[src/rtl/fpdf_pkg.sv]
// shared types, constants and helpers of the fixed-point decimal formatter
// no dependencies
`timescale 1ns / 1ps

package fpdf_pkg;

  localparam int MAX_FRACTION_DIGITS_DEF = 9;

  localparam int WORD_W      = 32;
  localparam int INT_DIGITS  = 10;
  localparam int DIGIT_IDX_W = 4;
  localparam int PREC_W      = 4;
  localparam int Q_W         = 6;
  localparam int CFG_IDX_W   = 2;
  localparam int CFG_DATA_W  = 6;

  // configuration register indexes
  localparam logic [CFG_IDX_W-1:0] CFG_FRACTION_DIGITS = 2'd0;
  localparam logic [CFG_IDX_W-1:0] CFG_FRAC_BITS       = 2'd1;
  localparam logic [CFG_IDX_W-1:0] CFG_SIGNED_MODE     = 2'd2;

  // configuration reset values
  localparam logic [PREC_W-1:0] FRACTION_DIGITS_RST = 4'd2;
  localparam logic [Q_W-1:0]    FRAC_BITS_RST       = 6'd16;

  // all bits fractional
  localparam logic [Q_W-1:0] Q_FULL = 6'd32;

  // ascii codes
  localparam logic [7:0] CHAR_ZERO  = 8'h30;
  localparam logic [7:0] CHAR_MINUS = 8'h2D;
  localparam logic [7:0] CHAR_POINT = 8'h2E;

  // character source select
  typedef logic [1:0] sel_t;
  localparam sel_t SEL_SIGN  = 2'd0;
  localparam sel_t SEL_INT   = 2'd1;
  localparam sel_t SEL_POINT = 2'd2;
  localparam sel_t SEL_FRAC  = 2'd3;

  // controller to datapath commands
  typedef struct packed {
    logic                   load;
    logic                   mul;
    logic                   shift;
    logic                   round;
    logic                   conv_step;
    logic                   emit;
    sel_t                   sel;
    logic [DIGIT_IDX_W-1:0] idx;
    logic                   last;
  } dp_cmd_t;

  // datapath to controller status
  typedef struct packed {
    logic                   neg;
    logic [DIGIT_IDX_W-1:0] lead;
  } dp_status_t;

  // powers of ten up to nine digits
  function automatic logic [WORD_W-1:0] pow10(input logic [PREC_W-1:0] d);
    logic [WORD_W-1:0] r;
    begin
      case (d)
        4'd0:    r = 32'd1;
        4'd1:    r = 32'd10;
        4'd2:    r = 32'd100;
        4'd3:    r = 32'd1000;
        4'd4:    r = 32'd10000;
        4'd5:    r = 32'd100000;
        4'd6:    r = 32'd1000000;
        4'd7:    r = 32'd10000000;
        4'd8:    r = 32'd100000000;
        4'd9:    r = 32'd1000000000;
        default: r = 32'd1;
      endcase
      return r;
    end
  endfunction

endpackage

[src/rtl/fpdf_ctrl.sv]
// sequencing state machine of the fixed-point decimal formatter
// depends on fpdf_pkg
`timescale 1ns / 1ps

module fpdf_ctrl
  import fpdf_pkg::*;
(
  input  logic              clk,
  input  logic              rst,
  input  logic              start,
  input  logic [PREC_W-1:0] prec,
  input  dp_status_t        status,
  output dp_cmd_t           cmd,
  output logic              busy
);

  localparam logic [3:0] S_IDLE  = 4'd0;
  localparam logic [3:0] S_MUL   = 4'd1;
  localparam logic [3:0] S_SHIFT = 4'd2;
  localparam logic [3:0] S_ROUND = 4'd3;
  localparam logic [3:0] S_CONV  = 4'd4;
  localparam logic [3:0] S_LEAD  = 4'd5;
  localparam logic [3:0] S_SIGN  = 4'd6;
  localparam logic [3:0] S_INT   = 4'd7;
  localparam logic [3:0] S_POINT = 4'd8;
  localparam logic [3:0] S_FRAC  = 4'd9;

  localparam int CNT_W = 5;
  localparam logic [CNT_W-1:0] CONV_LAST = CNT_W'(WORD_W - 1);

  logic [3:0]       state, state_next;
  logic [CNT_W-1:0] cnt, cnt_next;

  // state and counter registers
  always_ff @(posedge clk) begin
    if (rst) begin
      state <= S_IDLE;
      cnt   <= '0;
    end else begin
      state <= state_next;
      cnt   <= cnt_next;
    end
  end

  // next state and commands
  always_comb begin
    state_next = state;
    cnt_next   = cnt;
    cmd        = '0;
    cmd.sel    = SEL_SIGN;
    cmd.idx    = cnt[DIGIT_IDX_W-1:0];
    unique case (state)
      S_IDLE: begin
        if (start) begin
          cmd.load   = 1'b1;
          state_next = S_MUL;
        end
      end
      S_MUL: begin
        cmd.mul    = 1'b1;
        state_next = S_SHIFT;
      end
      S_SHIFT: begin
        cmd.shift  = 1'b1;
        state_next = S_ROUND;
      end
      S_ROUND: begin
        cmd.round  = 1'b1;
        cnt_next   = '0;
        state_next = S_CONV;
      end
      S_CONV: begin
        cmd.conv_step = 1'b1;
        cnt_next      = cnt + 5'd1;
        if (cnt == CONV_LAST) begin
          state_next = S_LEAD;
        end
      end
      S_LEAD: begin
        cnt_next   = {1'b0, status.lead};
        state_next = status.neg ? S_SIGN : S_INT;
      end
      S_SIGN: begin
        cmd.emit   = 1'b1;
        cmd.sel    = SEL_SIGN;
        state_next = S_INT;
      end
      S_INT: begin
        cmd.emit = 1'b1;
        cmd.sel  = SEL_INT;
        cmd.last = (cnt == '0) && (prec == '0);
        if (cnt == '0) begin
          state_next = (prec == '0) ? S_IDLE : S_POINT;
        end else begin
          cnt_next = cnt - 5'd1;
        end
      end
      S_POINT: begin
        cmd.emit   = 1'b1;
        cmd.sel    = SEL_POINT;
        cnt_next   = CNT_W'(prec) - 5'd1;
        state_next = S_FRAC;
      end
      S_FRAC: begin
        cmd.emit = 1'b1;
        cmd.sel  = SEL_FRAC;
        cmd.last = (cnt == '0);
        if (cnt == '0) begin
          state_next = S_IDLE;
        end else begin
          cnt_next = cnt - 5'd1;
        end
      end
      default: begin
        state_next = S_IDLE;
      end
    endcase
  end

  assign busy = (state != S_IDLE);

endmodule

[src/rtl/fpdf_dp.sv]
// datapath of the fixed-point decimal formatter: scale, round, binary to bcd, char out
// depends on fpdf_pkg
`timescale 1ns / 1ps

module fpdf_dp
  import fpdf_pkg::*;
#(
  parameter int MAX_FRACTION_DIGITS = MAX_FRACTION_DIGITS_DEF
) (
  input  logic              clk,
  input  logic              rst,
  input  dp_cmd_t           cmd,
  input  logic [WORD_W-1:0] fixed_word,
  input  logic              signed_mode,
  input  logic [Q_W-1:0]    q,
  input  logic [PREC_W-1:0] prec,
  output dp_status_t        status,
  output logic              out_valid,
  output logic [7:0]        out_char,
  output logic              last
);

  localparam int SCALE_W     = $clog2(10 ** MAX_FRACTION_DIGITS + 1);
  localparam int PROD_W      = WORD_W + SCALE_W;
  localparam int INT_BCD_W   = 4 * INT_DIGITS;
  localparam int FRAC_DIGITS = MAX_FRACTION_DIGITS;
  localparam int FRAC_BCD_W  = 4 * FRAC_DIGITS;

  logic                  neg;
  logic [WORD_W-1:0]     mag;
  logic [PROD_W-1:0]     prod;
  logic [SCALE_W-1:0]    frac_sh;
  logic                  rbit;
  logic [WORD_W-1:0]     int_reg;
  logic [WORD_W-1:0]     int_bin;
  logic [WORD_W-1:0]     frac_bin;
  logic [INT_BCD_W-1:0]  bcd_int;
  logic [FRAC_BCD_W-1:0] bcd_frac;

  logic [WORD_W-1:0]     scale_full;
  logic [SCALE_W-1:0]    scale;
  logic [WORD_W-1:0]     mask;
  logic [4:0]            q_m1;
  logic                  q_mid;
  logic [SCALE_W:0]      frac_sum;
  logic                  carry;
  logic [SCALE_W:0]      frac_fin;
  logic [INT_BCD_W-1:0]  int_adj;
  logic [FRAC_BCD_W-1:0] frac_adj;
  logic [DIGIT_IDX_W-1:0] lead_idx;
  logic [3:0]            int_digit;
  logic [3:0]            frac_digit;
  logic [7:0]            char_sel;

  // scale factor, fraction mask and rounding position
  assign scale_full = pow10(prec);
  assign scale      = scale_full[SCALE_W-1:0];
  assign mask       = ~(32'hFFFF_FFFF << q);
  assign q_m1       = 5'(q - 6'd1);
  assign q_mid      = (q != '0) && (q != Q_FULL);

  // rounding and carry into the integer part
  assign frac_sum = {1'b0, frac_sh} + (SCALE_W + 1)'(rbit);
  assign carry    = (frac_sum >= {1'b0, scale});
  assign frac_fin = carry ? (frac_sum - {1'b0, scale}) : frac_sum;

  // add-3 correction of each bcd digit
  always_comb begin
    int_adj = bcd_int;
    for (int i = 0; i < INT_DIGITS; i++) begin
      if (bcd_int[4*i +: 4] >= 4'd5) begin
        int_adj[4*i +: 4] = bcd_int[4*i +: 4] + 4'd3;
      end
    end
    frac_adj = bcd_frac;
    for (int i = 0; i < FRAC_DIGITS; i++) begin
      if (bcd_frac[4*i +: 4] >= 4'd5) begin
        frac_adj[4*i +: 4] = bcd_frac[4*i +: 4] + 4'd3;
      end
    end
  end

  // highest nonzero integer digit
  always_comb begin
    lead_idx = '0;
    for (int i = 0; i < INT_DIGITS; i++) begin
      if (bcd_int[4*i +: 4] != 4'd0) begin
        lead_idx = DIGIT_IDX_W'(i);
      end
    end
  end

  // status word: sign then leading digit index
  assign status = {neg, lead_idx};

  // load, multiply, shift, round and bcd conversion
  always_ff @(posedge clk) begin
    if (cmd.load) begin
      neg <= signed_mode && fixed_word[WORD_W-1];
      mag <= (signed_mode && fixed_word[WORD_W-1]) ? (32'd0 - fixed_word) : fixed_word;
    end
    if (cmd.mul) begin
      prod <= (mag & mask) * scale;
    end
    if (cmd.shift) begin
      frac_sh <= SCALE_W'(prod >> q);
      rbit    <= q_mid && prod[q_m1];
      int_reg <= mag >> q;
    end
    if (cmd.round) begin
      int_bin  <= int_reg + WORD_W'(carry);
      frac_bin <= WORD_W'(frac_fin[SCALE_W-1:0]);
      bcd_int  <= '0;
      bcd_frac <= '0;
    end
    if (cmd.conv_step) begin
      {bcd_int, int_bin}   <= {int_adj[INT_BCD_W-2:0], int_bin, 1'b0};
      {bcd_frac, frac_bin} <= {frac_adj[FRAC_BCD_W-2:0], frac_bin, 1'b0};
    end
  end

  // character select
  assign int_digit  = 4'(bcd_int >> {cmd.idx, 2'b00});
  assign frac_digit = 4'(bcd_frac >> {cmd.idx, 2'b00});

  always_comb begin
    unique case (cmd.sel)
      SEL_SIGN:  char_sel = CHAR_MINUS;
      SEL_INT:   char_sel = CHAR_ZERO + {4'b0000, int_digit};
      SEL_POINT: char_sel = CHAR_POINT;
      SEL_FRAC:  char_sel = CHAR_ZERO + {4'b0000, frac_digit};
      default:   char_sel = CHAR_ZERO;
    endcase
  end

  // output word register
  always_ff @(posedge clk) begin
    if (rst) begin
      out_valid <= 1'b0;
    end else begin
      out_valid <= cmd.emit;
    end
  end

  always_ff @(posedge clk) begin
    if (cmd.emit) begin
      out_char <= char_sel;
      last     <= cmd.last;
    end
  end

endmodule

[src/rtl/fixed_point_decimal_formatter.sv]
// Fixed-point to decimal ASCII formatter, top level.
// Depends on fpdf_pkg, fpdf_ctrl and fpdf_dp.
//
// Usage: pulse start with fixed_word while busy is low; the word is taken on
// that edge and busy rises on the next cycle. The text leaves as one character
// per cycle on out_char, each valid for exactly one cycle with out_valid high;
// last marks the final character. The receiver cannot stall the output.
// The first character follows the load, multiply, shift, round, 32-step
// shift-add-3 bcd conversion and leading digit search steps. An item of n
// characters (1 to 21) holds busy from the multiply step through the bcd
// conversion, leading digit search and the emission of all n characters.
// A new start may be taken while the last character is on the outputs.
// Configuration: cfg_valid/cfg_ready write channel, index 0 fraction_digits,
// 1 frac_bits, 2 signed_mode, index 3 ignored; cfg_ready is always high.
// Write only while busy is low. Reset (rst, synchronous) returns the
// registers to 2 digits, 16 fraction bits, signed mode, and clears the
// controller and out_valid.
`timescale 1ns / 1ps

module fixed_point_decimal_formatter
  import fpdf_pkg::*;
#(
  parameter int MAX_FRACTION_DIGITS = MAX_FRACTION_DIGITS_DEF
) (
  input  logic                  clk,
  input  logic                  rst,
  input  logic                  start,
  output logic                  busy,
  input  logic [WORD_W-1:0]     fixed_word,
  output logic                  out_valid,
  output logic [7:0]            out_char,
  output logic                  last,
  input  logic                  cfg_valid,
  output logic                  cfg_ready,
  input  logic [CFG_IDX_W-1:0]  cfg_index,
  input  logic [CFG_DATA_W-1:0] cfg_data
);

  logic [PREC_W-1:0] fraction_digits;
  logic [Q_W-1:0]    frac_bits;
  logic              signed_mode;
  logic [PREC_W-1:0] prec;
  logic [Q_W-1:0]    q;
  dp_cmd_t           cmd;
  dp_status_t        status;

  assign cfg_ready = 1'b1;

  // configuration registers
  always_ff @(posedge clk) begin
    if (rst) begin
      fraction_digits <= FRACTION_DIGITS_RST;
      frac_bits       <= FRAC_BITS_RST;
      signed_mode     <= 1'b1;
    end else if (cfg_valid && cfg_ready) begin
      unique case (cfg_index)
        CFG_FRACTION_DIGITS: fraction_digits <= cfg_data[PREC_W-1:0];
        CFG_FRAC_BITS:       frac_bits       <= cfg_data[Q_W-1:0];
        CFG_SIGNED_MODE:     signed_mode     <= cfg_data[0];
        default:             ;
      endcase
    end
  end

  // saturated precision and fraction bit count
  assign prec = (fraction_digits > PREC_W'(MAX_FRACTION_DIGITS)) ?
                PREC_W'(MAX_FRACTION_DIGITS) : fraction_digits;
  assign q    = (frac_bits > Q_FULL) ? Q_FULL : frac_bits;

  fpdf_ctrl u_ctrl (
    .clk    (clk),
    .rst    (rst),
    .start  (start),
    .prec   (prec),
    .status (status),
    .cmd    (cmd),
    .busy   (busy)
  );

  fpdf_dp #(
    .MAX_FRACTION_DIGITS (MAX_FRACTION_DIGITS)
  ) u_dp (
    .clk         (clk),
    .rst         (rst),
    .cmd         (cmd),
    .fixed_word  (fixed_word),
    .signed_mode (signed_mode),
    .q           (q),
    .prec        (prec),
    .status      (status),
    .out_valid   (out_valid),
    .out_char    (out_char),
    .last        (last)
  );

endmodule

[config.mk]
export PLATFORM = sky130hd
export DESIGN_NAME = fixed_point_decimal_formatter
export DESIGN_NICKNAME = d
export VERILOG_FILES = /design/src/rtl/fpdf_pkg.sv /design/src/rtl/fpdf_ctrl.sv /design/src/rtl/fpdf_dp.sv /design/src/rtl/fixed_point_decimal_formatter.sv
export SDC_FILE = /design/constraint.sdc
export NUM_CORES = 2
export LEC_CHECK = 0
export BUFFER_PORTS_ARGS = -buffer_cell sky130_fd_sc_hd__buf_4
export CORE_MARGIN = 2
export CORE_UTILIZATION = 35
export DETAILED_ROUTE_END_ITERATION = 6
export SLEW_MARGIN = 15
export SYNTH_ARGS = -nofsm -noshare
export SYNTH_HDL_FRONTEND = slang
export SYNTH_SLANG_ARGS = --single-unit
[constraint.sdc]
create_clock -name clk -period 14.3 [get_ports clk]
set_input_delay 0.715 -clock clk [delete_from_list [all_inputs] [get_ports clk]]
set_output_delay 0.715 -clock clk [all_outputs]
set_load 0.01 [all_outputs]
; After elaboration in Yosys (flattened, before gate mapping)
; Memory sizes are Yosys's and may differ from the RTL's.
; Cells that the tools add are included.
[classes]
bitwise_logic = 2
muxes = 60
n_reduce_logical = 28
multipliers = 1
n_lt_le_gt_ge = 23
addsub = 29
eq_ne = 21
n_shift = 5
[ops]
columns = operator, count
row1 = 32-bit 2-to-1 mux, 5
row2 = 4-bit 2-to-1 mux, 25
row3 = 40-bit 2-to-1 mux, 2
row4 = "4-bit by 3-bit >= comparator with 1-bit output, second input constant", 19
row5 = 36-bit 2-to-1 mux, 2
row6 = "4-bit by 2-bit adder with 4-bit output, second input constant", 17
row7 = 62-bit by 30-bit multiplier with 62-bit output, 1
row8 = 62-bit by 6-bit >> shifter with 30-bit output, 1
row9 = 4-bit case mux with 10 select lines, 1
row10 = 4-bit nonzero test, 10
row11 = 40-bit by 6-bit >> shifter with 4-bit output, 1
row12 = 36-bit by 6-bit >> shifter with 4-bit output, 1
row13 = 32-bit by 1-bit adder with 32-bit output, 1
row14 = 32-bit bitwise AND, 1
row15 = 32-bit inverter, 1
row16 = 8-bit case mux with 4 select lines, 1
row17 = "32-bit by 6-bit left shift with 32-bit output, first input constant", 1
row18 = 32-bit by 6-bit >> shifter with 32-bit output, 1
row19 = "1-bit by 32-bit subtractor with 32-bit output, first input constant", 1
row20 = 30-bit by 1-bit adder with 31-bit output, 1
row21 = 31-bit by 30-bit >= comparator with 1-bit output, 1
row22 = 30-bit 2-to-1 mux, 1
row23 = 30-bit subtractor, 1
row24 = 5-bit case mux with 5 select lines, 1
row25 = 36 further kinds, 72
[word_totals]
mem_count = 1
input_bits = 44
register_bits = 328
wordCells = 190
rom_bits = 480
[memory_table]
columns = name, words, width, rd, rd_clocked_by_memory_dff, wr, line
row1 = (no name shown), 16, 30, 1, 0, 0, fpdf_pkg.sv:64  ; case (d)

; Logic depth before layout (Yosys ltp)
[logic_depth]
ltp_word = 11
ltp_mapped = 39
depth_no_buf = 34

; Modules after synthesis
; A second synthesis with hierarchy kept.
[unflattened]
hier_cells = 5819
hier_area_um2 = 53249.8
[by_module_without_submodules]
columns = mod, cells_per_inst, n_inst, area_per_inst_um2, seq_area_each_um2
row1 = fpdf_dp, 5639, 1, 51724.6, 9128.8
row2 = fpdf_ctrl, 119, 1, 958.4, 180.2
row3 = fixed_point_decimal_formatter, 61, 1, 566.8, 220.2

; Worst setup path after synthesis
; No wires, ideal clock.
[synth_timing]
path_kind = reg2reg
from = register fraction_digits[3]
to = register u_dp.prod[55], data pin
synth_period_minus_slack_ns = 9.029
setup_slack_ns = 5.271
arrival_time_ns = 8.763
stages_incl_launch_ff = 38
setup_ns = 0.266
cell_sequence = dfxtp_1 clkinv_1 clkbuf_1 clkbuf_1 nand2_1 ha_1 nor2b_1 clkbuf_1 clkinv_1 nand2_1 clkbuf_1 nand2_1 fa_1 inv_1 fa_1 fa_1 inv_1 fa_1 [2 not listed] inv_1 fa_1 inv_1 fa_1 inv_1 fa_1 inv_1 ha_1 clkbuf_1 a21oi_1 o21ai_0 o21bai_1 a31o_2 and3_1 o21ai_1 a211oi_1 or4_1 xor2_1
[synth_via]
elab_chain_len = 4
[synth_lines]
columns = item, line
row1 = "start, declared", fixed_point_decimal_formatter.sv:39  ; logic [PREC_W-1:0] fraction_digits;
row2 = "start signal, assigned", fixed_point_decimal_formatter.sv:57  ; CFG_FRACTION_DIGITS: fraction_digits <= cfg_data[PREC_W-1:0];
row3 = 4-bit > comparator, fixed_point_decimal_formatter.sv:66  ; assign prec = (fraction_digits > PREC_W'(MAX_FRACTION_DIGITS)) ?
row4 = 4-bit 2-to-1 mux *, fixed_point_decimal_formatter.sv:66
row5 = memory 16 x 30 bit *, n/a
row6 = 62-bit by 30-bit multiplier with 62-bit output *, fpdf_dp.sv:103  ; prod <= (mag & mask) * scale;
row7 = "end signal, assigned", fpdf_dp.sv:103
row8 = "end, declared", fpdf_dp.sv:31  ; logic [PROD_W-1:0] prod;
; Every way passes the cells marked *; elsewhere a longest branch is shown, timed or not.
; A chain may end at the register's enable or synchronous reset.

; Worst setup path after layout
[layout_timing]
from = register frac_bits[5]
to = register u_dp.prod[57], data pin
[layout_via]
elab_chain_len = 6
[layout_lines]
columns = item, line
row1 = "start, declared", fixed_point_decimal_formatter.sv:40  ; logic [Q_W-1:0] frac_bits;
row2 = "start signal, assigned", fixed_point_decimal_formatter.sv:58  ; CFG_FRAC_BITS: frac_bits <= cfg_data[Q_W-1:0];
row3 = 6-bit > comparator, fixed_point_decimal_formatter.sv:68  ; assign q = (frac_bits > Q_FULL) ? Q_FULL : frac_bits;
row4 = 6-bit 2-to-1 mux *, fixed_point_decimal_formatter.sv:68
row5 = 32-bit by 6-bit left shift with 32-bit output *, fpdf_dp.sv:58  ; assign mask = ~(32'hFFFF_FFFF << q);
row6 = 32-bit inverter *, fpdf_dp.sv:58
row7 = 32-bit bitwise AND *, fpdf_dp.sv:103
row8 = 62-bit by 30-bit multiplier with 62-bit output *, fpdf_dp.sv:103
; Marks and branches as above.

==> flow_summary.json <==
{
  "power_density_mw_per_mm2": 128.8,
  "io-pin-count": 56,
  "detail_route.vias_per_cell": 5.390,
  "nNetsFinal": 6888,
  "p_leak_nw": 26.14,
  "drt_wl_total_mm": 179.0,
  "sw_frac_of_total_pct": 48.79,
  "placed_cell_area_mm2": 0.05508,
  "clock_path_buffers": 3,
  "path_class": "reg2reg",
  "mostFrequentLayoutCell": "inv_1",
  "vias": 41630,
  "layout_common_cells": "inv_1 (1003), fa_1 (809), nor2_1 (676)",
  "synth_warnings": 0,
  "layoutNonFillerInstCount": 7723,
  "maxCapViolCount": 0,
  "power_frac_comb_pct": 60.6,
  "grt_max_degree": 84,
  "regMostFlops": "u_dp.prod",
  "hold_path_class": "in2reg",
  "clock_latency_ns": 0.56,
  "setup_viol": 0,
  "initial_core_util_pct": 35.15,
  "endpoint_kind": "flop",
  "synth_area_mm2": 0.05252,
  "nFillCells": 15050,
  "rows": 142,
  "clock.fmax_mhz": 87.68,
  "antenna_found_initial": 9,
  "grt_pass1_wl_mm": 267.5,
  "ys_async_sr_fraction_pct": 0,
  "cts_hold_buf": 0,
  "syn_area_per_cell_um2": 9.089,
  "rsz0062_at_grt": "no",
  "port_buffers": 51,
  "seqPwrFrac_pct": 25.4,
  "violations": "design-rule violations",
  "clock-sinks": 325,
  "cts-resized-gates": 0,
  "cp_slowest_cell": "nand2_4",
  "status": "finished, violations left",
  "synthFlopType": "edfxtp_1",
  "p_switching_mw": 3.541,
  "clock-root-buffer": "clkbuf_16",
  "worstMarginPinSlew_ns": 1.284,
  "track_usage_pct": 23.34,
  "synth_cell_types": 82,
  "cts_tree": "yes",
  "dp.cells": 7655,
  "drv_slew": 0,
  "top_regs": "u_dp.prod: 62 flops, u_dp.bcd_int: 40 flops, u_dp.bcd_frac: 36 flops",
  "fp.dieW_um": 391.4,
  "synth_seq_area_share_pct": 18.14,
  "min_period_ns": 11.40,
  "clkTransAtPathRegs_ns": 0.07,
  "synth_seq_cells": 325,
  "largest_reg_flops": 62,
  "drt_first_iter_violations": 4202,
  "cpMostUsedCell": "fa_1",
  "drc": 8,
  "relSlewSlack_pct": 14.38,
  "whs_ns": 0.3951,
  "die_h_um": 391.4,
  "htreeDepth": 2,
  "grt.overflow.total": 0,
  "worstSetupStartpointType": "flop",
  "drt_first_pass_iters": 6,
  "internal_power_mw": 3.717,
  "hpwl_mm": 141.5,
  "crit_arrival_ns": 11.69,
  "dieArea_mm2": 0.1532,
  "layout-drive-gt1-share_pct": 5.154,
  "utilization_pct": 37.71,
  "wl_per_cell_um": 23.18,
  "required_ns": 14.59,
  "period_share_pct": 79.75,
  "gp_congestion": 0.9991,
  "antenna_left": 0,
  "core_area_mm2": 0.1494,
  "final_hold_viol_count": 0,
  "postCtsSetupBuffers": 0,
  "power_frac_clock_pct": 14.0,
  "grt_pass1_vias": 42120,
  "areaGrowthSynthToFinish_pct": 7.297,
  "synth-edff-count": 302,
  "finClkSkew_ns": 0.02359,
  "setup_tns_ns": 0,
  "slowest_delay_ns": 0.82,
  "path_max_fanout": 67,
  "vdd_drop_max_mv": 0.1854,
  "cts-buffers-inserted": 36,
  "fin_area_mm2": 0.05635,
  "syn_inst": 5778
}
-- worst max-delay path: cells and delay by family (launching register included) --
family          cells  cell delay, ns
fa+ha+maj          11            5.41
compound gates      7            2.37
simple gates        4            1.79
buf+inv             6            0.96
flops               1            0.40
xor+xnor            1            0.15
-- Yosys cell counts, drive strengths merged (8+ instances only) --
library cell / n / area (um^2)
dfxtp: 23 / 460.4
or2: 11 / 68.82
inv: 1012 / 3799
nor3: 49 / 250.2
fa: 809 / 16200
a31oi: 24 / 156.4
o22ai: 11 / 68.82
o211ai: 12 / 90.09
o21bai: 26 / 195.2
mux2i: 255 / 2552
xor2: 103 / 902.1
o21ai: 198 / 991.0
nand2: 629 / 2361
buf: 70 / 336.6
edfxtp: 302 / 9069
a21oi: 272 / 1373
nand3: 73 / 365.4
mux4: 33 / 743.2
ha: 358 / 4479
o221ai: 10 / 87.58
a311oi: 9 / 78.83
and3: 46 / 287.8
a211oi: 53 / 397.9
or3: 11 / 73.82
xnor2: 133 / 1165
clkbuf: 211 / 792.0
nor4: 9 / 56.30
o21a: 27 / 202.7
a21o: 56 / 420.4
nor2: 677 / 2541
and2: 54 / 337.8
nand2b: 33 / 206.5
nor2b: 30 / 187.7
nand4: 25 / 156.4
o31ai: 8 / 60.06
-- metrics by stage --
stage | power [mW] | setup WS [ns]
global placement | 6.140 | 3.160
finish | 7.259 | 2.895
CTS | 7.213 | 3.130
detailed placement | 6.168 | 3.159
global route | 7.793 | 2.684
floorplan | 4.841 | 5.271
-- cell type report --
type / count / area [um^2] / share of cell area [%]
well taps: 2016 / 2522 / 4.476
repair buffers: 140 / 1051 / 1.865
multi-input cells: 4156 / 38150 / 67.70
flip-flops and latches: 325 / 9533 / 16.92
inverters: 1018 / 3821 / 6.781
clock buffers: 41 / 962.2 / 1.707
clock inverters: 24 / 305.3 / 0.5418
diodes: 3 / 7.507 / 0.01332
-- power by group through the flow --
| stage | Sequential, mW | Combinational [mW] | Clock (mW) |
|---|---|---|---|
| after detailed placement | 1.85 | 4.32 | 0 |
| after CTS | 1.83 | 4.35 | 1.03 |
| after floorplan | 1.73 | 3.11 | 0 |
| after global placement | 1.84 | 4.30 | 0 |
| final | 1.84 | 4.40 | 1.02 |
| after global routing | 1.86 | 4.87 | 1.06 |
-- cell families after synthesis --
| kind of cell | after synthesis | synth area share [%] |
|---|---|---|
| buf+inv | 1299 | 9.425 |
| fa+ha+maj | 1168 | 39.39 |
| mux | 290 | 6.318 |
| flops | 325 | 18.14 |
| xor+xnor | 236 | 3.936 |
| compound gates | 791 | 9.339 |
| other cells | 2 | 0.01430 |
| simple gates | 1667 | 13.44 |
-- layer usage --
metal  global-route usage [%]  share of wire (%)  vias to the layer above
met1                    30.75                 40                    20750
met3                    5.203                9.7                      507
met2                    36.08                 44                     2068
li1                         -                  -                    18290
met4                    11.64                6.1                       10
met5                        0              0.036                        -
-- path summary, 6_finish.rpt --
| path | slack, ns | depth (start not counted) | from | end |
|---|---|---|---|---|
| max reg2reg | 2.90 | 29 | frac_bits[5]$_SDFFE_PP0P_ | u_dp.prod[57]$_DFFE_PP_ |
| min reg2reg | 0.46 | 2 | u_dp.int_bin[0]$_SDFFE_PP0P_ | u_dp.int_bin[0]$_SDFFE_PP0P_ |
| min | 0.40 | 1 | fixed_word[0] | u_dp.mag[0]$_DFFE_PP_ |
| max | 2.90 | 29 | frac_bits[5]$_SDFFE_PP0P_ | u_dp.prod[57]$_DFFE_PP_ |
Note: power is estimated with default switching activity, not from simulation.
